===== config.mk =====
export PLATFORM = sky130hd
export DESIGN_NAME = four_digit_segment_text_scanner
export DESIGN_NICKNAME = d
export VERILOG_FILES = /design/src/rtl/core/fsts_pkg.sv /design/src/rtl/core/four_digit_segment_text_scanner.sv /design/src/rtl/core/fsts_text_buf.sv /design/src/rtl/core/fsts_scan.sv
export VERILOG_INCLUDE_DIRS = /design/src /design/src/rtl/core
export SDC_FILE = /design/constraint.sdc
export NUM_CORES = 1
export LEC_CHECK = 0
export BUFFER_PORTS_ARGS = -buffer_cell sky130_fd_sc_hd__buf_2
export CORE_ASPECT_RATIO = 1.1
export CORE_UTILIZATION = 66
export DETAILED_ROUTE_END_ITERATION = 6
export GPL_TIMING_DRIVEN = 0
export MAX_ROUTING_LAYER = met4
export PLACE_DENSITY = 0.85
export SLEW_MARGIN = 10
export SYNTH_ARGS = -nofsm -noshare
export SYNTH_HDL_FRONTEND = slang
export SYNTH_SLANG_ARGS = --single-unit

===== constraint.sdc =====
create_clock -name clk -period 10.02 [get_ports clk]
set_input_delay 3.006 -clock clk [delete_from_list [all_inputs] [get_ports clk]]
set_output_delay 3.006 -clock clk [all_outputs]
set_load 0.05 [all_outputs]

===== src/rtl/core/assert_macros.svh =====
// Assertion macros shared by the display scanner RTL.
// Depends on nothing; included by the modules that carry assertions.
`ifndef ASSERT_MACROS_SVH
`define ASSERT_MACROS_SVH

// Property must hold at every rising edge outside reset.
`define FSTS_ASSERT(lbl, clk, rst_n, prop) \
	lbl: assert property (@(posedge clk) disable iff (!rst_n) (prop)) \
		else $error("assertion failed");

// Expression must never be true at a rising edge outside reset.
`define FSTS_NEVER(lbl, clk, rst_n, expr) \
	lbl: assert property (@(posedge clk) disable iff (!rst_n) !(expr)) \
		else $error("forbidden condition seen");

`endif


===== src/rtl/core/fsts_pkg.sv =====
// Shared types, constants and the segment decoder of the display scanner.
// Depends on nothing; imported by every module of the block.
package fsts_pkg;

	localparam int DIGIT_COUNT = 4;
	localparam int DIGIT_W     = $clog2(DIGIT_COUNT);
	localparam int COUNT_W     = $clog2(DIGIT_COUNT + 1);

	localparam logic [7:0]  CHAR_DOT    = 8'h2E;
	localparam logic [7:0]  CHAR_SPACE  = 8'h20;
	localparam logic [7:0]  CHAR_P      = 8'h50;
	localparam logic [7:0]  CHAR_A      = 8'h41;
	localparam logic [7:0]  CHAR_I      = 8'h49;
	localparam logic [7:0]  CHAR_ZERO   = 8'h30;

	localparam logic [9:0]  DWELL_RESET = 10'd54;
	localparam logic [15:0] TPM_RESET   = 16'd1000;
	localparam logic [15:0] MS_MAX      = 16'hFFFF;
	localparam logic [6:0]  SEG_BLANK   = 7'h7F;

	// Configuration register indexes.
	localparam logic REG_DIGIT_DWELL  = 1'b0;
	localparam logic REG_TICKS_PER_MS = 1'b1;

	typedef enum logic [1:0] {
		CMD_CHAR  = 2'd0,
		CMD_SHOW  = 2'd1,
		CMD_TICK  = 2'd2,
		CMD_CLEAR = 2'd3
	} cmd_t;

	typedef logic [DIGIT_COUNT-1:0][7:0] chars_t;
	typedef logic [DIGIT_COUNT-1:0]      points_t;

	typedef struct packed {
		cmd_t        cmd;
		logic [7:0]  character;
		logic [15:0] show_ms;
	} item_t;

	// One item leaving the input register, with its fields.
	typedef struct packed {
		logic  go;
		item_t item;
	} step_t;

	typedef struct packed {
		logic                   hit;
		logic [DIGIT_COUNT-1:0] digit_enable;
		logic                   dot_off;
		logic [6:0]             segments_off;
	} result_t;

	// Active-low segment pattern, segments a..g in bits 0..6.
	function automatic logic [6:0] seg_pattern(input logic [7:0] c);
		logic [6:0] p;
		case (c)
			CHAR_ZERO + 8'd0: p = 7'h40;
			CHAR_ZERO + 8'd1: p = 7'h79;
			CHAR_ZERO + 8'd2: p = 7'h24;
			CHAR_ZERO + 8'd3: p = 7'h30;
			CHAR_ZERO + 8'd4: p = 7'h19;
			CHAR_ZERO + 8'd5: p = 7'h12;
			CHAR_ZERO + 8'd6: p = 7'h02;
			CHAR_ZERO + 8'd7: p = 7'h78;
			CHAR_ZERO + 8'd8: p = 7'h00;
			CHAR_ZERO + 8'd9: p = 7'h10;
			CHAR_P:           p = 7'h0C;
			CHAR_A:           p = 7'h08;
			CHAR_I:           p = 7'h4F;
			default:          p = SEG_BLANK;
		endcase
		return p;
	endfunction

endpackage


===== src/rtl/core/four_digit_segment_text_scanner.sv =====
// Top level of the four-digit seven-segment text scanner.
// Depends on fsts_pkg, fsts_text_buf, fsts_scan and assert_macros.svh.
//
//   channel   direction  handshake                 payload
//   item      in         item_valid / item_stall   command, character, show_ms
//   result    out        result_valid / result_stall  digit_enable, dot_off, segments_off
//   cfg       in         cfg_valid / cfg_ready     cfg_index, cfg_data
//
// Each item passes through the input register and then the result register
// on its way to its result beat; one item is taken per cycle while item_stall is low.
// The throughput is set by the single result register: while a result beat
// waits under result_stall, the input register holds one more item, and only
// then does item_stall rise.
// Reset (arst_n low) clears all control state at once; no clearing pass.
`include "assert_macros.svh"

module four_digit_segment_text_scanner (
	input  logic        clk,
	input  logic        arst_n,
	// item channel
	input  logic        item_valid,
	output logic        item_stall,
	input  logic [1:0]  command,
	input  logic [7:0]  character,
	input  logic [15:0] show_ms,
	// result channel
	output logic        result_valid,
	input  logic        result_stall,
	output logic [3:0]  digit_enable,
	output logic        dot_off,
	output logic [6:0]  segments_off,
	// configuration write channel
	input  logic        cfg_valid,
	output logic        cfg_ready,
	input  logic        cfg_index,
	input  logic [15:0] cfg_data
);
	import fsts_pkg::*;

	// Configuration registers. The user must write them only while the block is idle;
	// the block itself does not enforce this, and writes are always taken.
	logic [9:0]  digit_dwell_q;
	logic [15:0] ticks_per_ms_q;

	assign cfg_ready = 1'b1;

	always_ff @(posedge clk or negedge arst_n) begin
		if (!arst_n) begin
			digit_dwell_q  <= DWELL_RESET;
			ticks_per_ms_q <= TPM_RESET;
		end else if (cfg_valid && cfg_ready) begin
			if (cfg_index == REG_DIGIT_DWELL) begin
				digit_dwell_q <= cfg_data[9:0];
			end
			if (cfg_index == REG_TICKS_PER_MS) begin
				ticks_per_ms_q <= cfg_data;
			end
		end
	end

	// Input register. The item held here is executed in the cycle it moves
	// on, which happens whenever the result register is empty or is being
	// emptied by a result beat.
	logic    valid_s1;
	item_t   item_s1;
	logic    advance;
	logic    accept;
	step_t   step;
	result_t res;
	chars_t  shown_chars;
	points_t shown_points;

	assign advance    = !result_valid || !result_stall;
	assign item_stall = valid_s1 && !advance;
	assign accept     = item_valid && !item_stall;

	always_ff @(posedge clk or negedge arst_n) begin
		if (!arst_n) begin
			valid_s1 <= 1'b0;
		end else if (accept) begin
			valid_s1 <= 1'b1;
		end else if (advance) begin
			valid_s1 <= 1'b0;
		end
	end

	always_ff @(posedge clk) begin
		if (accept) begin
			item_s1.cmd       <= cmd_t'(command);
			item_s1.character <= character;
			item_s1.show_ms   <= show_ms;
		end
	end

	assign step.go   = valid_s1 && advance;
	assign step.item = item_s1;

	// The text buffer hands over the shown store as it will be after this
	// item, so a show item drives its first digit from the new contents.
	fsts_text_buf u_text_buf (
		.clk            (clk),
		.arst_n         (arst_n),
		.step           (step),
		.shown_chars_d  (shown_chars),
		.shown_points_d (shown_points)
	);

	fsts_scan u_scan (
		.clk          (clk),
		.arst_n       (arst_n),
		.step         (step),
		.digit_dwell  (digit_dwell_q),
		.ticks_per_ms (ticks_per_ms_q),
		.shown_chars  (shown_chars),
		.shown_points (shown_points),
		.res          (res)
	);

	// Result register. It loads on every executed item; an item that gives
	// no result leaves it empty.
	always_ff @(posedge clk or negedge arst_n) begin
		if (!arst_n) begin
			result_valid <= 1'b0;
		end else if (advance) begin
			result_valid <= step.go && res.hit;
		end
	end

	always_ff @(posedge clk) begin
		if (step.go && res.hit) begin
			digit_enable <= res.digit_enable;
			dot_off      <= res.dot_off;
			segments_off <= res.segments_off;
		end
	end

	`FSTS_ASSERT(a_stall_only_when_full, clk, arst_n,
		item_stall |-> valid_s1 && result_valid && result_stall)
	`FSTS_ASSERT(a_waiting_result_kept, clk, arst_n,
		(result_valid && result_stall) |=> result_valid && $stable(digit_enable))

endmodule


===== src/rtl/core/fsts_text_buf.sv =====
// Pending text line and shown store of the display scanner.
// Depends on fsts_pkg and assert_macros.svh.
`include "assert_macros.svh"

module fsts_text_buf (
	input  logic             clk,
	input  logic             arst_n,
	input  fsts_pkg::step_t  step,
	output fsts_pkg::chars_t shown_chars_d,
	output fsts_pkg::points_t shown_points_d
);
	import fsts_pkg::*;

	chars_t               pending_chars_q;
	chars_t               pending_chars_d;
	points_t              pending_points_q, pending_points_d;
	logic [COUNT_W-1:0]   placed_count_q, placed_count_d;
	logic [COUNT_W-1:0]   period_count_q, period_count_d;
	logic                 tail_checked_q, tail_checked_d;
	chars_t               shown_chars_q;
	points_t              shown_points_q;

	chars_t               fill_chars;
	points_t              fill_points;
	logic [COUNT_W-1:0]   shift;
	logic [2*DIGIT_COUNT-1:0] pts_wide, mask_wide;
	logic                 is_dot, dots_left;
	logic [DIGIT_W-1:0]   prev_digit;

	assign shift     = COUNT_W'(DIGIT_COUNT) - placed_count_q;
	assign is_dot    = (step.item.character == CHAR_DOT);
	assign dots_left = (period_count_q < COUNT_W'(DIGIT_COUNT));
	assign prev_digit = (placed_count_q == '0) ? '0
	                  : DIGIT_W'(placed_count_q - COUNT_W'(1));

	// Right-justified copy of the pending line, spaces on the left.
	always_comb begin
		for (int i = 0; i < DIGIT_COUNT; i++) begin
			if (COUNT_W'(i) < shift) begin
				fill_chars[i] = CHAR_SPACE;
			end else begin
				fill_chars[i] = pending_chars_q[DIGIT_W'(COUNT_W'(i) - shift)];
			end
		end
		pts_wide    = {{DIGIT_COUNT{1'b0}}, pending_points_q} << shift;
		mask_wide   = ((2*DIGIT_COUNT)'(1) << shift) - (2*DIGIT_COUNT)'(1);
		fill_points = pts_wide[DIGIT_COUNT-1:0] | mask_wide[DIGIT_COUNT-1:0];
	end

	always_comb begin
		pending_chars_d  = pending_chars_q;
		pending_points_d = pending_points_q;
		placed_count_d   = placed_count_q;
		period_count_d   = period_count_q;
		tail_checked_d   = tail_checked_q;
		shown_chars_d    = shown_chars_q;
		shown_points_d   = shown_points_q;
		if (step.go && step.item.cmd == CMD_CHAR) begin
			if (placed_count_q < COUNT_W'(DIGIT_COUNT)) begin
				if (dots_left && is_dot) begin
					pending_points_d[prev_digit] = 1'b0;
					period_count_d = period_count_q + COUNT_W'(1);
				end else begin
					pending_chars_d[DIGIT_W'(placed_count_q)] = step.item.character;
					placed_count_d = placed_count_q + COUNT_W'(1);
				end
			end else if (!tail_checked_q) begin
				if (dots_left && is_dot) begin
					pending_points_d[DIGIT_COUNT-1] = 1'b0;
				end
				tail_checked_d = 1'b1;
			end
		end else if (step.go && step.item.cmd == CMD_SHOW) begin
			shown_chars_d    = fill_chars;
			shown_points_d   = fill_points;
			pending_points_d = '1;
			placed_count_d   = '0;
			period_count_d   = '0;
			tail_checked_d   = 1'b0;
		end
	end

	always_ff @(posedge clk) begin
		pending_chars_q <= pending_chars_d;
	end

	always_ff @(posedge clk or negedge arst_n) begin
		if (!arst_n) begin
			pending_points_q <= '1;
			placed_count_q   <= '0;
			period_count_q   <= '0;
			tail_checked_q   <= 1'b0;
			shown_chars_q    <= {DIGIT_COUNT{CHAR_SPACE}};
			shown_points_q   <= '1;
		end else begin
			pending_points_q <= pending_points_d;
			placed_count_q   <= placed_count_d;
			period_count_q   <= period_count_d;
			tail_checked_q   <= tail_checked_d;
			shown_chars_q    <= shown_chars_d;
			shown_points_q   <= shown_points_d;
		end
	end

	`FSTS_ASSERT(a_counts_bounded, clk, arst_n,
		placed_count_q <= COUNT_W'(DIGIT_COUNT) && period_count_q <= COUNT_W'(DIGIT_COUNT))
	`FSTS_ASSERT(a_tail_only_when_full, clk, arst_n,
		tail_checked_q |-> placed_count_q == COUNT_W'(DIGIT_COUNT))

endmodule


===== src/rtl/core/fsts_scan.sv =====
// Multiplexed scan timing and digit drive of the display scanner.
// Depends on fsts_pkg and assert_macros.svh.
`include "assert_macros.svh"

module fsts_scan (
	input  logic              clk,
	input  logic              arst_n,
	input  fsts_pkg::step_t   step,
	input  logic [9:0]        digit_dwell,
	input  logic [15:0]       ticks_per_ms,
	input  fsts_pkg::chars_t  shown_chars,
	input  fsts_pkg::points_t shown_points,
	output fsts_pkg::result_t res
);
	import fsts_pkg::*;

	logic               scanning_q, scanning_d;
	logic [DIGIT_W-1:0] scan_digit_q, scan_digit_d;
	logic [9:0]         dwell_count_q, dwell_count_d;
	logic [15:0]        ms_prescale_q, ms_prescale_d;
	logic [15:0]        elapsed_ms_q, elapsed_ms_d;
	logic [15:0]        show_limit_q, show_limit_d;

	logic [16:0]        presc_inc;
	logic [10:0]        dwell_inc;
	logic               drive;
	logic [DIGIT_W-1:0] drive_digit;

	assign presc_inc = {1'b0, ms_prescale_q} + 17'd1;
	assign dwell_inc = {1'b0, dwell_count_q} + 11'd1;

	always_comb begin
		scanning_d    = scanning_q;
		scan_digit_d  = scan_digit_q;
		dwell_count_d = dwell_count_q;
		ms_prescale_d = ms_prescale_q;
		elapsed_ms_d  = elapsed_ms_q;
		show_limit_d  = show_limit_q;
		drive         = 1'b0;
		res           = '0;
		if (step.go) begin
			case (step.item.cmd)
				CMD_SHOW: begin
					show_limit_d  = step.item.show_ms;
					elapsed_ms_d  = '0;
					ms_prescale_d = '0;
					scan_digit_d  = '0;
					dwell_count_d = '0;
					scanning_d    = (step.item.show_ms != '0);
					drive         = scanning_d;
				end
				CMD_CLEAR: begin
					scanning_d       = 1'b0;
					res.hit          = 1'b1;
					res.digit_enable = '0;
					res.dot_off      = 1'b1;
					res.segments_off = SEG_BLANK;
				end
				CMD_TICK: begin
					if (scanning_q) begin
						if (presc_inc >= {1'b0, ticks_per_ms}) begin
							ms_prescale_d = '0;
							if (elapsed_ms_q != MS_MAX) begin
								elapsed_ms_d = elapsed_ms_q + 16'd1;
							end
						end else begin
							ms_prescale_d = presc_inc[15:0];
						end
						if (dwell_inc < {1'b0, digit_dwell}) begin
							dwell_count_d = dwell_inc[9:0];
						end else begin
							dwell_count_d = '0;
							if (scan_digit_q != DIGIT_W'(DIGIT_COUNT - 1)) begin
								scan_digit_d = scan_digit_q + DIGIT_W'(1);
								drive = 1'b1;
							end else if (elapsed_ms_d < show_limit_q) begin
								scan_digit_d = '0;
								drive = 1'b1;
							end else begin
								scanning_d = 1'b0;
							end
						end
					end
				end
				default: begin
				end
			endcase
		end
		drive_digit = scan_digit_d;
		if (drive) begin
			res.hit          = 1'b1;
			res.digit_enable = DIGIT_COUNT'(1) << drive_digit;
			res.dot_off      = shown_points[drive_digit];
			res.segments_off = seg_pattern(shown_chars[drive_digit]);
		end
	end

	always_ff @(posedge clk or negedge arst_n) begin
		if (!arst_n) begin
			scanning_q    <= 1'b0;
			scan_digit_q  <= '0;
			dwell_count_q <= '0;
			ms_prescale_q <= '0;
			elapsed_ms_q  <= '0;
			show_limit_q  <= '0;
		end else begin
			scanning_q    <= scanning_d;
			scan_digit_q  <= scan_digit_d;
			dwell_count_q <= dwell_count_d;
			ms_prescale_q <= ms_prescale_d;
			elapsed_ms_q  <= elapsed_ms_d;
			show_limit_q  <= show_limit_d;
		end
	end

	`FSTS_ASSERT(a_scan_has_limit, clk, arst_n, scanning_q |-> show_limit_q != '0)
	`FSTS_NEVER(a_idle_tick_silent, clk, arst_n,
		step.go && step.item.cmd == CMD_TICK && !scanning_q && res.hit)

endmodule

==> results of run 1 <==
-- worst register-to-register path: stages, from the launching register on --
cell and delay (ns):
dfrtp_1 0.45, ha_1 0.23, nand3_1 0.19, nor2_1 0.31, nand3_1 0.14, xnor2_1 0.17
ha_1 0.31, nand4_1 0.13, nor4_1 0.25, o21bai_1 0.18, o211a_1 0.22, buf_6 0.17
a21oi_1 0.40, nand2_1 0.19, nor3_1 0.44, nand3_1 0.16, xnor2_1 0.27, ha_1 0.31
o21ai_0 0.15, o21ai_1 0.09, a221o_2 0.46, a211oi_4 0.31, o211ai_2 0.18, a211oi_1 0.32
a32oi_1 0.31, nand2_1 0.80, nand4_1 0.39, o32ai_1 0.38
-- cells by family after synthesis --
logic type      count (synthesis)  share of synthesized area (%)
mux                            80                          7.730
compound gates                240                          16.05
simple gates                  341                          14.67
flops                         206                          48.42
fa+ha+maj                      59                          6.460
other cells                     1                        0.03282
buf+inv                       110                          3.953
xor+xnor                       35                          2.683
-- power breakdown --
group	switching, mW	internal, mW
registers	0.0681	1.00
logic	0.345	0.214
clock network	0.344	0.526
-- synthesized netlist by cell type (12+ instances only) --
| cell | instances |
|---|---|
| clkbuf_1 | 28 |
| dfrtp_1 | 114 |
| o21ai_0 | 49 |
| dfstp_2 | 22 |
| xnor2_1 | 19 |
| o31ai_1 | 12 |
| xor2_1 | 16 |
| mux2i_1 | 32 |
| edfxtp_1 | 70 |
| a32o_1 | 28 |
| nor4_1 | 12 |
| inv_1 | 62 |
| nor3_1 | 17 |
| buf_2 | 12 |
| nand2_1 | 129 |
| nand3_1 | 33 |
| ha_1 | 59 |
| nor2_1 | 57 |
| mux2_2 | 46 |
| a22o_1 | 21 |
| nand4_1 | 18 |
| a21oi_1 | 26 |
-- per-stage QoR --
step	cell area, µm²	instances	util (%)
after detailed placement	12060	1368	71.13
final	12850	1409	75.77
after global placement	12030	1367	70.93
after floorplan	11430	1072	-
after CTS	12850	1409	75.77
after global routing	12850	1409	75.77
-- registers in the layout (all words and copies together) (netlist names), 2 cells and up --
name	flops
u_text_buf.placed_count_q	3
digit_enable	4
digit_dwell_q	10
u_text_buf.pending_points_q	4
u_scan.dwell_count_q	10
u_text_buf.pending_chars_q	32
u_scan.scan_digit_q	2
u_scan.show_limit_q	16
u_scan.ms_prescale_q	16
u_text_buf.shown_chars_q	32
u_scan.elapsed_ms_q	16
ticks_per_ms_q	16
segments_off	7
u_text_buf.period_count_q	3
u_text_buf.shown_points_q	4
item_s1	26
-- worst paths after layout --
| path | end | slack (ns) |
|---|---|---|
| setup / recovery | segments_off[0] | 1.92 |
| hold / removal | u_text_buf.pending_points_q[3] | 0.48 |
| setup reg to reg | segments_off[0] | 1.92 |
| hold reg to reg | u_text_buf.pending_points_q[3] | 0.48 |
| max in group asynchronous | u_text_buf.shown_chars_q[5] | 6.77 |
| min in group asynchronous | u_scan.dwell_count_q[4] | 2.43 |
-- metal layers --
metal	up-vias	track usage (%)	part of all wire (%)
met4	0	9.023	2.5
met1	4286	39.82	43
met2	315	51.94	49
met3	64	3.209	5.4
met5	-	-	0
li1	4127	-	-
-- final cells by class --
| class | instances | area (µm²) |
|---|---|---|
| Buffer | 46 | 206.4 |
| Sequential cell | 206 | 5533 |
| Multi-Input combinational cell | 756 | 5443 |
| Tap cell | 234 | 292.8 |
| Clock inverter | 17 | 207.7 |
| Clock buffer | 24 | 579.3 |
| Fill cell | 1176 | 4108 |
| Timing Repair Buffer | 62 | 339.1 |
| Inverter | 64 | 245.2 |
==> impl_results.html, run 1 <==
<table>
<tr><th>Metric</th><th>Value</th></tr>
<tr><th colspan="2">Status</th></tr>
<tr><td>Result of the run</td><td>completed</td></tr>
<tr><th colspan="2">Power and ir drop</th></tr>
<tr><td>Power per standard cell area</td><td>about 190 mW/mm²</td></tr>
<tr><td>Worst supply voltage drop on vdd</td><td>0.1737 mV</td></tr>
<tr><td>Post-layout total power</td><td>between 2 and 3 mW</td></tr>
<tr><td>Leakage power summed over all cells</td><td>approximately 5.6 nW</td></tr>
<tr><th colspan="2">Yosys</th></tr>
<tr><td>Count of flip-flops with a built-in enable after synthesis</td><td>70</td></tr>
<tr><td>Netlist cell types</td><td>90</td></tr>
<tr><td>Part of the Yosys area used for sequential elements</td><td>approximately 48%</td></tr>
<tr><td>Yosys warns</td><td>0</td></tr>
<tr><td>Flip-flop cell with the highest count after synthesis</td><td>dfrtp_1</td></tr>
<tr><td>Post-synthesis cell type with the largest combined area</td><td>dfrtp_1</td></tr>
<tr><td>Synthesis-stage register bit count</td><td>between 200 and 250</td></tr>
<tr><td>Proportion of synthesized flip-flops having asynchronous set or reset</td><td>66.02%</td></tr>
<tr><td>Share of the synthesized area in the top cell type</td><td>roughly 25%</td></tr>
<tr><td>Instance count of the mapped netlist</td><td>~1100</td></tr>
<tr><td>Net Count, Synth</td><td>between 1000 and 1500</td></tr>
<tr><td>Synth Cell Area</td><td>between 0.01 and 0.015 mm²</td></tr>
<tr><td>Average footprint of a synthesized cell</td><td>10.66 µm²</td></tr>
<tr><td>Top post-synthesis cells by area</td><td>dfrtp_1 (25%), edfxtp_1 (18%), ha_1 (6.5%)</td></tr>
<tr><th colspan="2">Critical path</th></tr>
<tr><td>Cell class contributing the biggest share of worst-path delay</td><td>compound AO/OA/AOI/OAI gates</td></tr>
<tr><td>Worst Setup SP</td><td>u_scan.ms_prescale_q[0]</td></tr>
<tr><td>Endpoint kind of the worst setup timing path</td><td>register</td></tr>
<tr><td>R2R depth</td><td>27</td></tr>
<tr><td>Data required time of the worst path</td><td>10.34 ns</td></tr>
<tr><td>Max incr delay on CP</td><td>roughly 0.8 ns</td></tr>
<tr><td>Startpoint type of the worst setup path</td><td>register</td></tr>
<tr><td>Stages on worst setup path</td><td>27</td></tr>
<tr><td>Type of the setup path with the least slack</td><td>register to register</td></tr>
<tr><td>Critical-path maximum fanout</td><td>18</td></tr>
<tr><td>CP max stage cell</td><td>nand2_1</td></tr>
<tr><td>Worst Path Buf+Inv</td><td>1</td></tr>
<tr><td>Arrival time at the worst endpoint</td><td>around 8.4 ns</td></tr>
<tr><td>Worst flop-to-flop path startpoint</td><td>u_scan.ms_prescale_q[0]</td></tr>
<tr><th colspan="2">Floorplan</th></tr>
<tr><td>Die area</td><td>between 0.015 and 0.02 mm²</td></tr>
<tr><td>Number of top-level design ports</td><td>between 60 and 70</td></tr>
<tr><td>Die Height</td><td>140.0 µm</td></tr>
<tr><td>Total core area</td><td>about 0.017 mm²</td></tr>
<tr><td>FP Rows</td><td>50</td></tr>
<tr><td>Die extent in x</td><td>between 100 and 150 µm</td></tr>
<tr><td>Initial core utilization</td><td>roughly 67%</td></tr>
<tr><th colspan="2">Min path</th></tr>
<tr><td>Worst hold path stage count</td><td>2</td></tr>
<tr><td>Hold Startpoint</td><td>u_text_buf.pending_points_q[3]</td></tr>
<tr><td>Worst hold-check path type</td><td>register to register</td></tr>
<tr><th colspan="2">STA</th></tr>
<tr><td>Final worst path period share</td><td>80.89%</td></tr>
<tr><td>Max Clock Skew</td><td>0.007637 ns</td></tr>
<tr><td>Slew HR</td><td>approximately 29%</td></tr>
<tr><td>Tightest Pin Transition</td><td>approximately 1.1 ns</td></tr>
<tr><td>Number of max-slew violations in the final report</td><td>0</td></tr>
<tr><td>Minimum clock period</td><td>just over 8 ns</td></tr>
<tr><td>Hold Vio Cnt, Final</td><td>0</td></tr>
<tr><td>Setup repair after global routing missed its margin</td><td>false</td></tr>
<tr><td>Final setup violation count</td><td>0</td></tr>
<tr><td>Worst hold slack across all endpoints</td><td>approximately 0.48 ns</td></tr>
<tr><td>Achievable Freq</td><td>123.4 MHz</td></tr>
<tr><td>Crit path setup slack, layout</td><td>1.915 ns</td></tr>
<tr><td>Setup TNS</td><td>0 ns</td></tr>
<tr><th colspan="2">GRT</th></tr>
<tr><td>Wire length of the first global-routing pass</td><td>around 43000 µm</td></tr>
<tr><td>Via count of the first global-routing pass</td><td>approximately 8500</td></tr>
<tr><td>Initial antenna violation count</td><td>0</td></tr>
<tr><td>Maximum number of pins on one net before global-route repair</td><td>86</td></tr>
<tr><td>Global-route usage over all layers</td><td>30.92%</td></tr>
<tr><td>Global route total overflow</td><td>0</td></tr>
<tr><th colspan="2">Final layout</th></tr>
<tr><td>Number of nets in the finished design</td><td>1266</td></tr>
<tr><td>Area growth from synthesis to layout</td><td>12.42%</td></tr>
<tr><td>Leading cell type in the layout, fill and taps excluded</td><td>nand2_1</td></tr>
<tr><td>Number of diodes added for antenna fixing</td><td>0</td></tr>
<tr><td>Ratio of cells with drive above 1 in the final layout</td><td>18.47%</td></tr>
<tr><td>Most frequent cells in the layout</td><td>nand2_1 (129), dfrtp_1 (114), buf_2 (72)</td></tr>
<tr><th colspan="2">Clocking</th></tr>
<tr><td>Maximum root-to-sink buffer count</td><td>3</td></tr>
<tr><td>CTS sink cnt</td><td>206</td></tr>
<tr><td>Worst-Skew Late Latency</td><td>approximately 0.51 ns</td></tr>
<tr><td>Hold bufs inserted after CTS</td><td>0</td></tr>
<tr><td>Post-CTS Setup Bufs</td><td>0</td></tr>
<tr><td>CTS tree</td><td>yes</td></tr>
<tr><td>Total number of H-tree levels</td><td>1</td></tr>
<tr><td>Root Buffer</td><td>clkbuf_16</td></tr>
<tr><td>Cts bufs inserted</td><td>23</td></tr>
<tr><td>Clock-pin transition on the worst setup and hold timing paths</td><td>~0.060 ns</td></tr>
<tr><td>Post_cts resized</td><td>0</td></tr>
<tr><th colspan="2">Detailed routing</th></tr>
<tr><td>Number of DRC markers in iteration 0</td><td>around 760</td></tr>
<tr><td>Via count</td><td>~8800</td></tr>
<tr><td>First-pass detailed-route iteration total</td><td>5</td></tr>
<tr><td>Routed wire length per instance</td><td>between 15 and 20 µm</td></tr>
<tr><td>Total wirelength of the detailed-routed design</td><td>roughly 26000 µm</td></tr>
<tr><td>DRC viols</td><td>0</td></tr>
<tr><td>Average vias per placed instance</td><td>6.240</td></tr>
<tr><td>Residual antenna-violating net count after detailed routing</td><td>0</td></tr>
<tr><th colspan="2">Placed design</th></tr>
<tr><td># port buffers</td><td>61</td></tr>
<tr><td>Detailed placer's ending HPWL</td><td>~19000 µm</td></tr>
<tr><td>RePlAce Congestion</td><td>between 0.8 and 0.9</td></tr>
<tr><td>Setup slack after placement</td><td>about 2.1 ns</td></tr>
<tr><th colspan="2">Job</th></tr>
<tr><td># Max-Cap Violations</td><td>0</td></tr>
</table>
No activity file was read; power rests on OpenSTA's default activity.
==> run 2: changes to the inputs <==
Settings changed: CORE_UTILIZATION 66 to 62, PLACE_DENSITY 0.85 to 0.81.
Clock period 10.02 ns to 7.8 ns, I/O delays scaled along.
==> impl_results.html, run 2 (synthesized netlist as in run 1, its figures left out) <==
<table>
<tr><th>Metric</th><th>Value</th></tr>
<tr><th colspan="2">GRT</th></tr>
<tr><td>Initial antenna violation count</td><td>0</td></tr>
<tr><td>Global-route usage over all layers</td><td>between 20 and 30%</td></tr>
<tr><td>Maximum number of pins on one net before global-route repair</td><td>between 80 and 90</td></tr>
<tr><td>Via count of the first global-routing pass</td><td>8606</td></tr>
<tr><td>Wire length of the first global-routing pass</td><td>about 43000 µm</td></tr>
<tr><td>Global route total overflow</td><td>0</td></tr>
<tr><th colspan="2">STA</th></tr>
<tr><td>Final setup violation count</td><td>0</td></tr>
<tr><td>Setup TNS</td><td>0 ns</td></tr>
<tr><td>Minimum clock period</td><td>7.341 ns</td></tr>
<tr><td>Crit path setup slack, layout</td><td>roughly 0.46 ns</td></tr>
<tr><td>Tightest Pin Transition</td><td>1.053 ns</td></tr>
<tr><td>Max Clock Skew</td><td>roughly 0.0063 ns</td></tr>
<tr><td>Number of max-slew violations in the final report</td><td>0</td></tr>
<tr><td>Worst hold slack across all endpoints</td><td>0.4869 ns</td></tr>
<tr><td>Final worst path period share</td><td>94.12%</td></tr>
<tr><td>Hold Vio Cnt, Final</td><td>0</td></tr>
<tr><td>Slew HR</td><td>roughly 30%</td></tr>
<tr><td>Achievable Freq</td><td>about 140 MHz</td></tr>
<tr><th colspan="2">Clocking</th></tr>
<tr><td>Cts bufs inserted</td><td>23</td></tr>
<tr><td>Root Buffer</td><td>clkbuf_16</td></tr>
<tr><td>Total number of H-tree levels</td><td>1</td></tr>
<tr><td>Post-CTS Setup Bufs</td><td>0</td></tr>
<tr><td>CTS tree</td><td>yes</td></tr>
<tr><td>Maximum root-to-sink buffer count</td><td>3</td></tr>
<tr><td>Worst-Skew Late Latency</td><td>roughly 0.5 ns</td></tr>
<tr><td>Clock-pin transition on the worst setup and hold timing paths</td><td>around 0.060 ns</td></tr>
<tr><td>Hold bufs inserted after CTS</td><td>0</td></tr>
<tr><td>CTS sink cnt</td><td>just over 200</td></tr>
<tr><th colspan="2">Detailed routing</th></tr>
<tr><td>Routed wire length per instance</td><td>about 18 µm</td></tr>
<tr><td>Via count</td><td>about 8600</td></tr>
<tr><td>Average vias per placed instance</td><td>slightly above 6</td></tr>
<tr><td>Residual antenna-violating net count after detailed routing</td><td>0</td></tr>
<tr><td>Total wirelength of the detailed-routed design</td><td>between 20000 and 30000 µm</td></tr>
<tr><td>DRC viols</td><td>0</td></tr>
<tr><td>First-pass detailed-route iteration total</td><td>5</td></tr>
<tr><td>Number of DRC markers in iteration 0</td><td>around 540</td></tr>
<tr><th colspan="2">Critical path</th></tr>
<tr><td>Register-to-register setup slack</td><td>between 0.4 and 0.5 ns</td></tr>
<tr><td>Startpoint type of the worst setup path</td><td>register</td></tr>
<tr><td>Endpoint kind of the worst setup timing path</td><td>register</td></tr>
<tr><td>Worst flop-to-flop path startpoint</td><td>u_scan.ms_prescale_q[4]</td></tr>
<tr><td>CP max stage cell</td><td>a221o_2</td></tr>
<tr><td>Worst Setup SP</td><td>u_scan.ms_prescale_q[4]</td></tr>
<tr><td>Data required time of the worst path</td><td>~8.0 ns</td></tr>
<tr><td>R2r endpoint</td><td>segments_off[2]</td></tr>
<tr><td>Arrival time at the worst endpoint</td><td>~7.6 ns</td></tr>
<tr><td>R2R depth</td><td>29</td></tr>
<tr><td>Worst setup path endpoint</td><td>segments_off[2]</td></tr>
<tr><td>Type of the setup path with the least slack</td><td>register to register</td></tr>
<tr><td>Max incr delay on CP</td><td>roughly 0.45 ns</td></tr>
<tr><td>Critical-path maximum fanout</td><td>10</td></tr>
<tr><th colspan="2">Placed design</th></tr>
<tr><td>Number of placed cells counting well taps</td><td>approximately 1400</td></tr>
<tr><td>Detailed placer's ending HPWL</td><td>~19000 µm</td></tr>
<tr><td>RePlAce Congestion</td><td>0.8724</td></tr>
<tr><td>Setup slack after placement</td><td>-0.1694 ns</td></tr>
<tr><td># port buffers</td><td>about 60</td></tr>
<tr><th colspan="2">Job</th></tr>
<tr><td># Max-Cap Violations</td><td>0</td></tr>
<tr><th colspan="2">Power and ir drop</th></tr>
<tr><td>Leakage power summed over all cells</td><td>5.644 nW</td></tr>
<tr><td>Worst supply voltage drop on vdd</td><td>around 0.21 mV</td></tr>
<tr><td>Power per standard cell area</td><td>about 250 mW/mm²</td></tr>
<tr><th colspan="2">Final layout</th></tr>
<tr><td>Leading cell type in the layout, fill and taps excluded</td><td>nand2_1</td></tr>
<tr><td>Ratio of cells with drive above 1 in the final layout</td><td>a little under a fifth</td></tr>
<tr><td>Number of diodes added for antenna fixing</td><td>0</td></tr>
<tr><td>Area growth from synthesis to layout</td><td>12.60%</td></tr>
<tr><td>Largest registers in the final layout</td><td>u_text_buf.pending_chars_q x32, u_text_buf.shown_chars_q x32, item_s1 x26</td></tr>
<tr><td>Post-Layout Cell Count</td><td>roughly 1400</td></tr>
<tr><td>Most frequent cells in the layout</td><td>nand2_1 (128), dfrtp_1 (114), buf_2 (72)</td></tr>
<tr><td>Number of nets in the finished design</td><td>1266</td></tr>
<tr><th colspan="2">Floorplan</th></tr>
<tr><td>Number of top-level design ports</td><td>63</td></tr>
<tr><td>FP Rows</td><td>between 50 and 60</td></tr>
<tr><td>Total core area</td><td>~0.018 mm²</td></tr>
<tr><td>Initial core utilization</td><td>63.96%</td></tr>
<tr><td>Die area</td><td>approximately 0.019 mm²</td></tr>
<tr><td>Die Height</td><td>144.4 µm</td></tr>
<tr><td>Die extent in x</td><td>131.4 µm</td></tr>
<tr><th colspan="2">Min path</th></tr>
<tr><td>Worst hold-check path type</td><td>register to register</td></tr>
<tr><th colspan="2">Status</th></tr>
<tr><td>Result of the run</td><td>completed</td></tr>
</table>
==> run 2: through the flow <==
step                      utilization (%)  instance area (µm²)  total power [mW]
after floorplan                         -                11430             1.883
after global placement              67.33                12030             2.059
after detailed placement            67.52                12060             2.090
after CTS                           71.76                12820             3.175
after global routing                72.02                12870             3.327
final                               72.02                12870             3.175
==> run 2: layout make-up <==
type,count,area [µm²]
inverter,64,245.2
sequential,206,5533
fill,1285,5000
buffer,46,206.4
multi-input combinational,756,5492
clock inverter,13,150.1
clock buffer,28,604.3
tap,238,297.8
timing repair buffer,62,339.1
==> run 2: repair_timing <==
| action | 4_1_cts | 5_1_grt |
|---|---|---|
| resized for setup | 1 | 8 |
| setup endpoints to repair | 8 | 21 |
| pin swaps | 0 | 0 |
==> run 2: report_power, final <==
part / internal, mW / switching, mW / total [mW]
clock network: 0.652 / 0.433 / 1.09
registers: 1.29 / 0.0833 / 1.37
logic: 0.276 / 0.442 / 0.718
==> run 2: critical path: cells and delay by family (launching register included) <==
family                   cells  cell delay, ns
buffers and inverters        3            0.37
AND/OR/NAND/NOR             12            2.57
AO/OA/AOI/OAI               10            2.62
XOR/XNOR                     2            0.43
adder cells (fa/ha/maj)      2            0.63
flip-flops                   1            0.44
==> run 2: worst min-delay path by stage <==
| stage | cells after the start | to | from | slack (ns) |
|---|---|---|---|---|
| after floorplan | 2 | u_text_buf.shown_chars_q[11] | u_text_buf.shown_chars_q[11] | 0.45 |
| after global placement | 2 | u_text_buf.pending_points_q[1] | u_text_buf.pending_points_q[1] | 0.47 |
| after detailed placement | 2 | u_text_buf.pending_points_q[1] | u_text_buf.pending_points_q[1] | 0.48 |
| after CTS | 2 | u_text_buf.pending_points_q[1] | u_text_buf.pending_points_q[1] | 0.49 |
| after global routing | 2 | u_text_buf.shown_chars_q[11] | u_text_buf.shown_chars_q[11] | 0.52 |
| final | 2 | u_text_buf.pending_points_q[1] | u_text_buf.pending_points_q[1] | 0.49 |
==> run 2: routing by layer <==
metal	track usage, %	vias to the layer above	share of wire [%]
met5	-	-	0
met4	8.629	0	2.2
met3	3.856	41	6.3
met2	47.73	280	47
met1	36.87	4161	44
li1	-	4135	-
